`src/rtl/vsfn_pkg.sv`:
```
// Shared types and constants for the video stream format negotiator.
package vsfn_pkg;

	// Table geometry
	localparam int MAX_ENTRIES = 16;
	localparam int SLOT_W      = $clog2(MAX_ENTRIES);
	localparam int CNT_W       = $clog2(MAX_ENTRIES + 1);

	// Request function codes
	localparam logic [2:0] FUNC_LOAD    = 3'd0;
	localparam logic [2:0] FUNC_INIT    = 3'd1;
	localparam logic [2:0] FUNC_GET_MIN = 3'd2;
	localparam logic [2:0] FUNC_GET_MAX = 3'd3;
	localparam logic [2:0] FUNC_SET     = 3'd4;

	// Configuration register indexes
	localparam logic REG_ENTRY_COUNT = 1'b0;
	localparam logic REG_MAX_PACKET  = 1'b1;

	// Pixel kinds
	localparam logic [1:0] KIND_YUYV = 2'd1;

	// Payload adjustment: 128 bytes off per full 1024-byte block
	localparam int BLOCK_SHIFT  = 10;
	localparam int CREDIT_SHIFT = 7;
	localparam logic [15:0] PACKET_RESET = 16'd1024;

	// One table entry as held in the table memory
	typedef struct packed {
		logic [7:0]  fmt;
		logic [7:0]  frm;
		logic [15:0] width;
		logic [15:0] height;
		logic [31:0] interval;
		logic [1:0]  kind;
	} entry_t;

endpackage

```
`src/rtl/vsfn_calc.sv`:
```
// Frame size multiplier and payload size adjustment.
module vsfn_calc (
	input  logic        clk,
	input  logic [15:0] width,
	input  logic [15:0] height,
	input  logic [1:0]  kind,
	input  logic [15:0] max_packet,
	output logic [32:0] frame_size,
	output logic [15:0] payload
);

	logic [31:0] product_s1;
	logic        yuyv_s1;
	logic        partial;

	// Registered 16x16 product; YUYV doubles it on the way out
	always_ff @(posedge clk) begin
		product_s1 <= 32'(width) * 32'(height);
		yuyv_s1    <= (kind == vsfn_pkg::KIND_YUYV);
	end

	assign frame_size = yuyv_s1 ? {product_s1, 1'b0} : {1'b0, product_s1};

	// Above 1024 and not a whole number of blocks: drop 128 per full block
	assign partial = (max_packet > vsfn_pkg::PACKET_RESET) &&
		(max_packet[vsfn_pkg::BLOCK_SHIFT-1:0] != '0);
	assign payload = partial
		? max_packet - (16'(max_packet[15:vsfn_pkg::BLOCK_SHIFT]) << vsfn_pkg::CREDIT_SHIFT)
		: max_packet;

endmodule

```
`src/rtl/video_stream_format_negotiator_unit.sv`:
```
// Top level of the video stream format negotiator.
//
// Usage: a request is accepted on a clock edge where start is high and busy
// is low; its fields sit on func, entry_* and req_* / is_commit. Exactly one
// result per request appears on the output ports for one cycle, marked by
// done; the receiver cannot hold it off and must take it then.
// A load request writes one table slot and answers with all fields zero on
// the next cycle; busy stays low, so loads may follow back to back.
// Control requests (init, get-min, get-max, set) walk the table memory
// through its single read port: one pass for the table-wide extremes, one
// for the frame range of the clamped format (init and set only) and one for
// the first matching entry. Each pass reads slots 0 to n-1, n being
// entry_count limited to 16; after the last pass come the size multiply
// and the output register (ST_MUL, then ST_OUT).
// Configuration is a plain write port (cfg_we, cfg_index, cfg_data) used
// while idle. Reset clears the registers (entry_count 0, max_packet 1024)
// and leaves the table contents undefined until loaded.
module video_stream_format_negotiator_unit (
	input  logic        clk,
	input  logic        arst_n,
	input  logic        start,
	output logic        busy,
	input  logic        cfg_we,
	input  logic        cfg_index,
	input  logic [15:0] cfg_data,
	input  logic [2:0]  func,
	input  logic [3:0]  entry_slot,
	input  logic [7:0]  entry_format_id,
	input  logic [7:0]  entry_frame_id,
	input  logic [15:0] entry_width,
	input  logic [15:0] entry_height,
	input  logic [31:0] entry_interval,
	input  logic [1:0]  entry_kind,
	input  logic [7:0]  req_format_id,
	input  logic [7:0]  req_frame_id,
	input  logic        is_commit,
	output logic        done,
	output logic [7:0]  out_format_id,
	output logic [7:0]  out_frame_id,
	output logic [31:0] chosen_interval,
	output logic [32:0] max_frame_size,
	output logic [15:0] max_payload,
	output logic [7:0]  lowest_format,
	output logic [7:0]  highest_format,
	output logic        apply_valid,
	output logic [3:0]  apply_slot,
	output logic        status
);

	typedef enum logic [2:0] {
		ST_IDLE,
		ST_SCAN_ALL,
		ST_SCAN_FMT,
		ST_SCAN_MATCH,
		ST_MUL,
		ST_OUT
	} state_t;

	state_t state_q;

	// Configuration registers
	logic [4:0]  entry_count_q;
	logic [15:0] max_packet_q;

	// Table memory and its read pipeline
	vsfn_pkg::entry_t mem [vsfn_pkg::MAX_ENTRIES];
	vsfn_pkg::entry_t rd_s1;
	logic             rd_vld_s1;
	logic [vsfn_pkg::SLOT_W-1:0] rd_slot_s1;
	logic [vsfn_pkg::CNT_W-1:0]  addr_q;

	// Request context
	logic [2:0] func_q;
	logic       commit_q;
	logic [7:0] fmt_q;
	logic [7:0] frm_q;

	// Table-wide extremes
	logic       any_q;
	logic [7:0] fmt_lo_q, fmt_hi_q, frm_lo_q, frm_hi_q;

	// Frame range of the chosen format
	logic       seen_q;
	logic [7:0] flo_q, fhi_q;

	// Match result
	logic                        found_q;
	logic [vsfn_pkg::SLOT_W-1:0] slot_q;
	vsfn_pkg::entry_t            hit_q;

	// Output registers
	logic        done_q;
	logic [7:0]  out_fmt_q, out_frm_q, lo_fmt_q, hi_fmt_q;
	logic [31:0] interval_q;
	logic [32:0] size_q;
	logic [15:0] payload_q;
	logic        apply_q;
	logic [3:0]  apply_slot_q;
	logic        status_q;

	logic                       accept;
	logic                       load_wr;
	logic [vsfn_pkg::CNT_W-1:0] scan_n;
	logic                       issue;
	logic                       pass_end;
	logic [7:0]                 fmt_cl, frm_cl;
	logic [32:0]                calc_size;
	logic [15:0]                calc_payload;

	assign busy    = (state_q != ST_IDLE);
	assign accept  = start && !busy;
	assign load_wr = accept && (func == vsfn_pkg::FUNC_LOAD);

	// Scan bounds: entry_count limited to the table depth
	assign scan_n = (entry_count_q > vsfn_pkg::CNT_W'(vsfn_pkg::MAX_ENTRIES))
		? vsfn_pkg::CNT_W'(vsfn_pkg::MAX_ENTRIES) : vsfn_pkg::CNT_W'(entry_count_q);
	assign issue    = (addr_q < scan_n);
	assign pass_end = !issue && !rd_vld_s1;

	// Clamps of the requested indices
	always_comb begin
		fmt_cl = fmt_q;
		if (fmt_cl < fmt_lo_q) fmt_cl = fmt_lo_q;
		if (fmt_cl > fmt_hi_q) fmt_cl = fmt_hi_q;
		frm_cl = frm_q;
		if (frm_cl < flo_q) frm_cl = flo_q;
		if (frm_cl > fhi_q) frm_cl = fhi_q;
	end

	// Configuration writes
	always_ff @(posedge clk or negedge arst_n) begin
		if (!arst_n) begin
			entry_count_q <= '0;
			max_packet_q  <= vsfn_pkg::PACKET_RESET;
		end else if (cfg_we) begin
			case (cfg_index)
				vsfn_pkg::REG_ENTRY_COUNT: entry_count_q <= cfg_data[4:0];
				vsfn_pkg::REG_MAX_PACKET:  max_packet_q  <= cfg_data;
				default: ;
			endcase
		end
	end

	// Table memory: one write port for loads, one registered read port
	always_ff @(posedge clk) begin
		if (load_wr) begin
			mem[entry_slot] <= '{fmt: entry_format_id, frm: entry_frame_id,
				width: entry_width, height: entry_height,
				interval: entry_interval, kind: entry_kind};
		end
		rd_s1 <= mem[addr_q[vsfn_pkg::SLOT_W-1:0]];
	end

	vsfn_calc u_calc (
		.clk        (clk),
		.width      (hit_q.width),
		.height     (hit_q.height),
		.kind       (hit_q.kind),
		.max_packet (max_packet_q),
		.frame_size (calc_size),
		.payload    (calc_payload)
	);

	// Request sequencer: up to three table passes, then the result
	always_ff @(posedge clk or negedge arst_n) begin
		if (!arst_n) begin
			state_q      <= ST_IDLE;
			addr_q       <= '0;
			rd_vld_s1    <= 1'b0;
			rd_slot_s1   <= '0;
			func_q       <= '0;
			commit_q     <= 1'b0;
			fmt_q        <= '0;
			frm_q        <= '0;
			any_q        <= 1'b0;
			fmt_lo_q     <= '0;
			fmt_hi_q     <= '0;
			frm_lo_q     <= '0;
			frm_hi_q     <= '0;
			seen_q       <= 1'b0;
			flo_q        <= '0;
			fhi_q        <= '0;
			found_q      <= 1'b0;
			slot_q       <= '0;
			hit_q        <= '0;
			done_q       <= 1'b0;
			out_fmt_q    <= '0;
			out_frm_q    <= '0;
			lo_fmt_q     <= '0;
			hi_fmt_q     <= '0;
			interval_q   <= '0;
			size_q       <= '0;
			payload_q    <= '0;
			apply_q      <= 1'b0;
			apply_slot_q <= '0;
			status_q     <= 1'b0;
		end else begin
			done_q     <= 1'b0;
			rd_vld_s1  <= 1'b0;
			rd_slot_s1 <= addr_q[vsfn_pkg::SLOT_W-1:0];
			case (state_q)
				ST_IDLE: begin
					if (accept) begin
						if (func == vsfn_pkg::FUNC_LOAD || func > vsfn_pkg::FUNC_SET) begin
							// load acknowledge or unknown function: all-zero result
							done_q       <= 1'b1;
							out_fmt_q    <= '0;
							out_frm_q    <= '0;
							lo_fmt_q     <= '0;
							hi_fmt_q     <= '0;
							interval_q   <= '0;
							size_q       <= '0;
							payload_q    <= '0;
							apply_q      <= 1'b0;
							apply_slot_q <= '0;
							status_q     <= 1'b0;
						end else begin
							func_q   <= func;
							commit_q <= is_commit;
							fmt_q    <= req_format_id;
							frm_q    <= req_frame_id;
							any_q    <= 1'b0;
							fmt_lo_q <= '0;
							fmt_hi_q <= '0;
							frm_lo_q <= '0;
							frm_hi_q <= '0;
							seen_q   <= 1'b0;
							found_q  <= 1'b0;
							slot_q   <= '0;
							addr_q   <= '0;
							state_q  <= ST_SCAN_ALL;
						end
					end
				end
				ST_SCAN_ALL: begin
					if (issue) begin
						addr_q    <= addr_q + 1'b1;
						rd_vld_s1 <= 1'b1;
					end
					if (rd_vld_s1) begin
						any_q <= 1'b1;
						if (!any_q || rd_s1.fmt < fmt_lo_q) fmt_lo_q <= rd_s1.fmt;
						if (!any_q || rd_s1.fmt > fmt_hi_q) fmt_hi_q <= rd_s1.fmt;
						if (!any_q || rd_s1.frm < frm_lo_q) frm_lo_q <= rd_s1.frm;
						if (!any_q || rd_s1.frm > frm_hi_q) frm_hi_q <= rd_s1.frm;
					end
					if (pass_end) begin
						addr_q <= '0;
						case (func_q)
							vsfn_pkg::FUNC_GET_MIN: begin
								fmt_q   <= fmt_lo_q;
								frm_q   <= frm_lo_q;
								state_q <= ST_SCAN_MATCH;
							end
							vsfn_pkg::FUNC_GET_MAX: begin
								fmt_q   <= fmt_hi_q;
								frm_q   <= frm_hi_q;
								state_q <= ST_SCAN_MATCH;
							end
							default: begin
								if (any_q) begin
									fmt_q   <= fmt_cl;
									state_q <= ST_SCAN_FMT;
								end else begin
									state_q <= ST_SCAN_MATCH;
								end
							end
						endcase
					end
				end
				ST_SCAN_FMT: begin
					if (issue) begin
						addr_q    <= addr_q + 1'b1;
						rd_vld_s1 <= 1'b1;
					end
					// frame range over entries of the clamped format
					if (rd_vld_s1 && rd_s1.fmt == fmt_q) begin
						seen_q <= 1'b1;
						if (!seen_q || rd_s1.frm < flo_q) flo_q <= rd_s1.frm;
						if (!seen_q || rd_s1.frm > fhi_q) fhi_q <= rd_s1.frm;
					end
					if (pass_end) begin
						addr_q <= '0;
						if (seen_q) frm_q <= frm_cl;
						state_q <= ST_SCAN_MATCH;
					end
				end
				ST_SCAN_MATCH: begin
					if (issue) begin
						addr_q    <= addr_q + 1'b1;
						rd_vld_s1 <= 1'b1;
					end
					// keep the lowest matching slot
					if (rd_vld_s1 && !found_q && rd_s1.fmt == fmt_q && rd_s1.frm == frm_q) begin
						found_q <= 1'b1;
						slot_q  <= rd_slot_s1;
						hit_q   <= rd_s1;
					end
					if (pass_end) begin
						addr_q  <= '0;
						state_q <= ST_MUL;
					end
				end
				ST_MUL: begin
					state_q <= ST_OUT;
				end
				ST_OUT: begin
					done_q       <= 1'b1;
					out_fmt_q    <= fmt_q;
					out_frm_q    <= frm_q;
					lo_fmt_q     <= fmt_lo_q;
					hi_fmt_q     <= fmt_hi_q;
					interval_q   <= found_q ? hit_q.interval : '0;
					size_q       <= found_q ? calc_size : '0;
					payload_q    <= calc_payload;
					apply_q      <= found_q && commit_q && (func_q == vsfn_pkg::FUNC_SET);
					apply_slot_q <= (found_q && commit_q && (func_q == vsfn_pkg::FUNC_SET))
						? 4'(slot_q) : '0;
					status_q     <= !found_q;
					state_q      <= ST_IDLE;
				end
				default: begin
					state_q <= ST_IDLE;
				end
			endcase
		end
	end

	assign done            = done_q;
	assign out_format_id   = out_fmt_q;
	assign out_frame_id    = out_frm_q;
	assign chosen_interval = interval_q;
	assign max_frame_size  = size_q;
	assign max_payload     = payload_q;
	assign lowest_format   = lo_fmt_q;
	assign highest_format  = hi_fmt_q;
	assign apply_valid     = apply_q;
	assign apply_slot      = apply_slot_q;
	assign status          = status_q;

endmodule
```
`config.mk`:
```
export PLATFORM = sky130hd
export DESIGN_NAME = video_stream_format_negotiator_unit
export DESIGN_NICKNAME = d
export VERILOG_FILES = /design/src/rtl/vsfn_pkg.sv /design/src/rtl/vsfn_calc.sv /design/src/rtl/video_stream_format_negotiator_unit.sv
export SDC_FILE = /design/constraint.sdc
export NUM_CORES = 2
export LEC_CHECK = 0
export BUFFER_PORTS_ARGS = -buffer_cell sky130_fd_sc_hd__buf_2
export CORE_MARGIN = 1
export CORE_UTILIZATION = 50
export DETAILED_ROUTE_END_ITERATION = 6
export GPL_ROUTABILITY_DRIVEN = 1
export PLACE_DENSITY = 0.69
export SETUP_SLACK_MARGIN = 0.05
export SLEW_MARGIN = 20
export SYNTH_ARGS = -nofsm -noshare
export SYNTH_HDL_FRONTEND = slang
export SYNTH_SLANG_ARGS = --single-unit
```
`constraint.sdc`:
```
create_clock -name clk -period 6.9 [get_ports clk]
set_input_delay 0.69 -clock clk [delete_from_list [all_inputs] [get_ports clk]]
set_output_delay 0.69 -clock clk [all_outputs]
set_load 0.02 [all_outputs]
```
# [Word level (Yosys, flattened, before mapping)]
# Memory sizes are Yosys's and may differ from the RTL's. A register that Yosys moved wholly into a read port is not among the register bits.
# Index checks and enable logic that the tools add are counted.
[word_totals] out_inout_bits=121 input_bits=127 word_cells=229 ram_bits=1312 memories=1 register_bits=328
[mem_list] name="mem" depth=16 word_bits=82 rd=1 rd_clocked_by_memory_dff=1 write_ports=1 line_no="video_stream_format_negotiator_unit.sv:66" source="vsfn_pkg::entry_t mem [vsfn_pkg::MAX_ENTRIES];"
[op_classes] n_addsub=2 n_eq_ne=28 n_bitwise=2 n_reduce_logical=53 magnitude_cmp=14 mul=1 n_mux=91
[ops] cell="8-bit 2-to-1 mux" count=25
[ops] cell="8-bit one-hot mux with 2 select lines" count=11
[ops] cell="33-bit 2-to-1 mux" count=4
[ops] cell="32-bit 2-to-1 mux" count=3
[ops] cell="33-bit one-hot mux with 2 select lines" count=1
[ops] cell="32-bit one-hot mux with 2 select lines" count=1
[ops] cell="16-bit 2-to-1 mux" count=3
[ops] cell="8-bit greater-than comparator" count=5
[ops] cell="8-bit < comparator" count=5
[ops] cell="16-bit by 16-bit multiplier with 32-bit output" count=1
[ops] cell="16-bit one-hot mux with 2 select lines" count=1
[ops] cell="5-bit AND reduction" count=6
[ops] cell="2-bit != test (second input constant)" count=14
[ops] cell="5-bit 2-to-1 mux" count=5
[ops] cell="4-bit 2-to-1 mux" count=6
[ops] cell="8-bit one-hot mux with 3 select lines" count=1
[ops] cell="8-bit == test" count=2
[ops] cell="16-bit by 11-bit greater-than comparator with 1-bit output (second input constant)" count=1
[ops] cell="4-bit one-hot mux with 2 select lines" count=2
[ops] cell="4-bit AND reduction" count=4
[ops] cell="16-bit by 13-bit subtractor with 16-bit output" count=1
[ops] cell="1-bit 2-to-1 mux" count=15
[ops] cell="3-bit 2-to-1 mux" count=5
[ops] cell="3-bit one-hot mux with 5 select lines" count=1
[ops] cell="other kinds (26)" count=68

# [Logic depth before layout (Yosys ltp)]
[logic_depth] depth_word=8 ltp_mapped=22 ltp_nobuf=19

# [Cells and area by module]
# From an unflattened synthesis, not the netlist that was laid out.
[hier_totals] cells_unflattened=4161 hier_area_um2=74706.6
[by_module_without_submodules] module="video_stream_format_negotiator_unit" area_each_um2=64775.9 seq_area_each_um2=48422.7 cells_each=3048 instances=1
[by_module_without_submodules] module="vsfn_calc" area_each_um2=9930.8 seq_area_each_um2=660.6 cells_each=1113 instances=1

# [Worst setup path before layout]
# Ideal clock, no wire load.
[synth_timing] kind="reg2reg" from="register state_q[1]" to="memory mem[0][0] in the netlist's numbering (enable)" setup_slack_ns=-0.716 path_stages_with_launch=7 setup_time_ns=0.624 arrival_ns=6.991 path_buffers=2 required_time_ns=6.276 synth_period_minus_slack_ns=7.616 path_cell_list="dfrtp_1 clkbuf_1 clkbuf_1 nor2_1 nand4b_1 or3_1 nor3_1"
[synth_via] elab_chain_len=6
[synth_lines] item="start, declared" line_no="video_stream_format_negotiator_unit.sv:59" source="state_t state_q;"
[synth_lines] item="start signal, assigned" line_no="video_stream_format_negotiator_unit.sv:167" source="state_q <= ST_IDLE;"
[synth_lines] item="start signal, assigned" line_no="video_stream_format_negotiator_unit.sv:231" source="state_q <= ST_SCAN_ALL;"
[synth_lines] item="start signal, assigned" line_no="video_stream_format_negotiator_unit.sv:253" source="state_q <= ST_SCAN_MATCH;"
[synth_lines] item="3-bit nonzero test" line_no="video_stream_format_negotiator_unit.sv:110" source="assign busy = (state_q != ST_IDLE);"
[synth_lines] item="1-bit logical NOT" line_no="video_stream_format_negotiator_unit.sv:111" source="assign accept = start && !busy;"
[synth_lines] item="1-bit logical AND" line_no="video_stream_format_negotiator_unit.sv:111"
[synth_lines] item="1-bit logical AND" line_no="video_stream_format_negotiator_unit.sv:112" source="assign load_wr = accept && (func == vsfn_pkg::FUNC_LOAD);"
[synth_lines] item="1-bit 2-to-1 mux" line_no="video_stream_format_negotiator_unit.sv:146" source="if (load_wr) begin"
[synth_lines] item="1-bit 2-to-1 mux (implied by the code)" line_no="video_stream_format_negotiator_unit.sv:147" source="mem[entry_slot] <= '{fmt: entry_format_id, frm: entry_frame_id,"
[synth_lines] item="end, declared" line_no="video_stream_format_negotiator_unit.sv:66"
# Every way passes these cells.

# [Worst setup path after layout]
[layout_timing] from="register hit_q[61] in the netlist's numbering" to="register u_calc.product_s1[31]"
[layout_via] elab_chain_len=1
[layout_lines] item="start, declared" line_no="video_stream_format_negotiator_unit.sv:89" source="vsfn_pkg::entry_t hit_q;"
[layout_lines] item="start signal, assigned" line_no="video_stream_format_negotiator_unit.sv:297" source="hit_q <= rd_s1;"
[layout_lines] item="16-bit by 16-bit multiplier with 32-bit output" line_no="vsfn_calc.sv:18" source="product_s1 <= 32'(width) * 32'(height);"
[layout_lines] item="end signal, assigned" line_no="vsfn_calc.sv:18"
[layout_lines] item="end, declared" line_no="vsfn_calc.sv:12" source="logic [31:0] product_s1;"
# Every way passes these cells.
# A chain may end at the register's enable or synchronous reset.

==> summary.txt <==
CTS
  • Sink Count: 1722
  • Postcts setup bufs: 0
  • Clock root buffer: clkbuf_16
  • Total CTS buffers: approximately 170
  • Post-CTS sizing: 0
  • Worst-skew pair later-pin latency: approximately 0.83 ns
  • CTS tree: built
  • Cts hold-fix bufs: 1
  • CTS clk-pin slew, worst paths: around 0.060 ns
  • Max Root-Sink Buffers: 3
  • Htree depth: 4

Cells and area
  • Multi-input logic area: about 24000 sq um
  • Non-Filler Instances: approximately 6700
  • Fillers: 11200
  • P&R area growth vs syn: 12.6%
  • Most common cell after layout, fill and taps aside: edfxtp_1
  • # nets final: just over 5000
  • FF/Latch Area: 49100 sq um
  • Most frequent cells in the layout: edfxtp_1, mux4_2, inv_1, nand2_1, dfrtp_1
  • Share of cells above drive strength 1: 23.7%

Critical path
  • RR Endpoint: u_calc.product_s1[31]
  • Startpoint Class: flip-flop
  • Critical Path AT: roughly 6.7 ns
  • Worst r2r src: hit_q[61]
  • Kind of critical path: reg -> reg
  • Setup crit end kind: flip-flop
  • Cells on worst reg2reg path: 17
  • Reg-to-reg slack, setup: about 0.87 ns
  • Critical Path Fanout Max: 17
  • Worst EP required: around 7.6 ns

Route
  • Via density: between 5 and 6
  • DR pass1 iterations: 5
  • Antenna-violating nets left: 0
  • DR top layer: met5
  • WL/cell: approximately 25 um
  • DR WL met3: ~11 mm
  • Number of remaining DRC errors: 0
  • DRT met1 WL: roughly 73 mm
  • DR vias: 39100
  • Drt first-iter violations: roughly 3300
  • Met2 wire len: just over 80 mm
  • Post-Route WL: 167 mm

Synth
  • Synth warnings: 0
  • Unique cell type count in the Yosys netlist: 75
  • Syn Area/Cell: 17.4 sq um
  • Ys async rst share: between 10% and 20%
  • #FFs+latches synth: 1722
  • Mapped Area: about 75000 sq um
  • Post-synth EDFFs: between 1000 and 1500
  • Syn nets: about 4800
  • Main synth FF type: edfxtp_1
  • Post-synthesis sequential area ratio: between 60% and 70%
  • Post-Synthesis Cells: ~4300

Status
  • Outcome: complete, no violations

Job
  • Maxcap violations: 0

Global route
  • Largest net degree at the start of global routing: 142
  • Initial antenna violation count: 34
  • GRT Total Usage: ~22%
  • Grt ovf: 0
  • Number of global-route vias before repair: around 40000
  • Global-route wire length before repair: around 250 mm

Timing
  • Final setup viols: 0
  • Worst-margin pin slew: 1.12 ns
  • Max-slew headroom: between 20% and 30%
  • Period minus WS final: 6.03 ns
  • Unrepaired setup endpoints after global routing: no
  • Maximum clock frequency: roughly 170 MHz
  • Final Slew Violations: 0
  • Final Skew: just under 0.06 ns
  • Final setup TNS: 0 ns
  • Final Hold Viols: 0
  • Tcrit/Tclk final: between 80% and 90%
  • Setup WS post-layout: 0.868 ns

Placement
  • Dpl ws: around 0.85 ns
  • Dpl cells: between 6000 and 7000
  • Routability cong.: approximately 0.88
  • HPWL Detailed: 97.6 mm
  • PortBufs: 247

Floorplan
  • Die W: just under 400 um
  • Die Height: 389 um
  • Core Area: 148000 sq um
  • Die Area: between 150000 and 200000 sq um
  • I/O pin count: ~250
  • FP Rows: about 140
  • Initial Utilization: 50.5%

Min path
  • Hold Path End: commit_q
  • Hold crit path type: in -> reg
  • Hold Path Stages: 2
  • Hold_sp: is_commit

Power
  • Static leakage: between 30 and 40 nW
  • IR drop worst, VDD: ~270 uV
  • P per Cell Area: around 350 nW/um^2
## per-layer routing
layer	up-vias	track usage, %
li1	17000	-
met4	22	5.10
met2	1183	36.2
met1	20700	32.3
met3	251	3.93
met5	-	0
## where the power goes
part	switching, mW	internal, mW	total (mW)	leakage [nW]
Clock	3.98	5.31	9.29	2.78
Combinational	3.68	3.67	7.35	11.8
Sequential	0.783	11.8	12.6	16.7
Total	8.44	20.8	29.3	31.2
## flip-flops by register name, summed over array words and instances (netlist names), 16 cells and up
signal,cells
chosen_interval,32
hit_q,66
max_frame_size,33
max_packet_q,16
max_payload,16
mem,1312
rd_s1,82
u_calc.product_s1,32
## critical path, cell delays in order (launching register included)
cell,delay (ns)
dfrtp_1,0.82
nand2_1,0.17
fa_1,0.55
fa_1,0.46
fa_1,0.54
inv_1,0.05
fa_1,0.46
fa_1,0.52
inv_1,0.05
fa_1,0.47
inv_1,0.04
ha_1,0.41
and4_1,0.31
nand2_1,0.08
or4b_2,0.64
nand4_1,0.12
a31oi_1,0.10
xnor2_1,0.14
## synth_stat cells (4+ instances only)
cell | number | area (sq um)
buf_1 | 34 | 128
a211o_1 | 6 | 52.6
or3_1 | 6 | 37.5
a211oi_1 | 23 | 173
xnor2_1 | 30 | 263
mux2_1 | 41 | 462
nand3_1 | 19 | 95.1
nor3b_1 | 4 | 30.0
a221oi_1 | 10 | 87.6
and3_1 | 9 | 56.3
nor2_1 | 63 | 236
nor4_1 | 6 | 37.5
buf_6 | 4 | 45.0
xor2_1 | 17 | 149
dfrtp_1 | 294 | 7360
nor2b_1 | 13 | 81.3
o21a_1 | 10 | 75.1
o31ai_1 | 13 | 97.6
a31oi_1 | 5 | 31.3
mux2i_1 | 55 | 551
inv_1 | 293 | 1100
nand2_1 | 290 | 1090
fa_1 | 195 | 3900
nor3_1 | 15 | 75.1
and2_1 | 143 | 895
dfxtp_1 | 115 | 2300
a21oi_1 | 67 | 335
nand4_1 | 18 | 113
edfxtp_1 | 1312 | 39400
mux2_2 | 104 | 1170
or2_2 | 12 | 75.1
nand2b_1 | 15 | 93.8
o21ai_0 | 146 | 731
o211ai_1 | 7 | 52.6
a21o_1 | 26 | 195
clkbuf_1 | 139 | 522
mux4_2 | 410 | 9230
buf_2 | 13 | 65.1
o21ai_1 | 6 | 30.0
a22o_1 | 63 | 552
a311oi_1 | 4 | 35.0
and4_1 | 4 | 35.0
ha_1 | 191 | 2390
## final cells by class
type,instances,share of cell area (%)
Antenna cell,6,0.0178
Clock buffer,237,5.66
Clock inverter,84,1.15
Inverter,293,1.30
Multi-Input combinational cell,2091,28.6
Sequential cell,1722,58.2
Tap cell,1930,2.86
Timing Repair Buffer,305,2.23
## logic make-up after synthesis
logic type	Yosys count	share of synthesized area [%]
flip-flops	1722	65.5
AND/OR/NAND/NOR	631	4.12
multiplexers	610	15.2
buffers and inverters	485	2.50
AO/OA/AOI/OAI	417	3.66
adder cells (fa/ha/maj)	386	8.40
XOR/XNOR	47	0.550
## worst max-delay path by stage
stage                            endpoint  cells after the start      start  slack [ns]
finish              u_calc.product_s1[31]                     17  hit_q[61]        0.87
global route        u_calc.product_s1[31]                     17  hit_q[61]        0.52
CTS                 u_calc.product_s1[31]                     17  hit_q[35]        0.86
detailed placement  u_calc.product_s1[31]                     17  hit_q[35]        0.85
global placement    u_calc.product_s1[31]                     17  hit_q[35]        0.89
floorplan           u_calc.product_s1[31]                     22  hit_q[43]        1.05
## stage by stage
step	area, sq um	power [mW]	hold slack [ns]	utilization [%]
3_5_place_dp	78600	20.2	0.434	53.0
6_report	84400	29.3	0.0916	56.9
5_1_grt	84300	30.6	0.0635	56.9
4_1_cts	84300	29.5	0.0387	56.9
3_3_place_gp	78600	20.1	0.429	53.0
2_1_floorplan	74900	18.1	0.375	-
No activity file was read; power rests on OpenSTA's default activity.
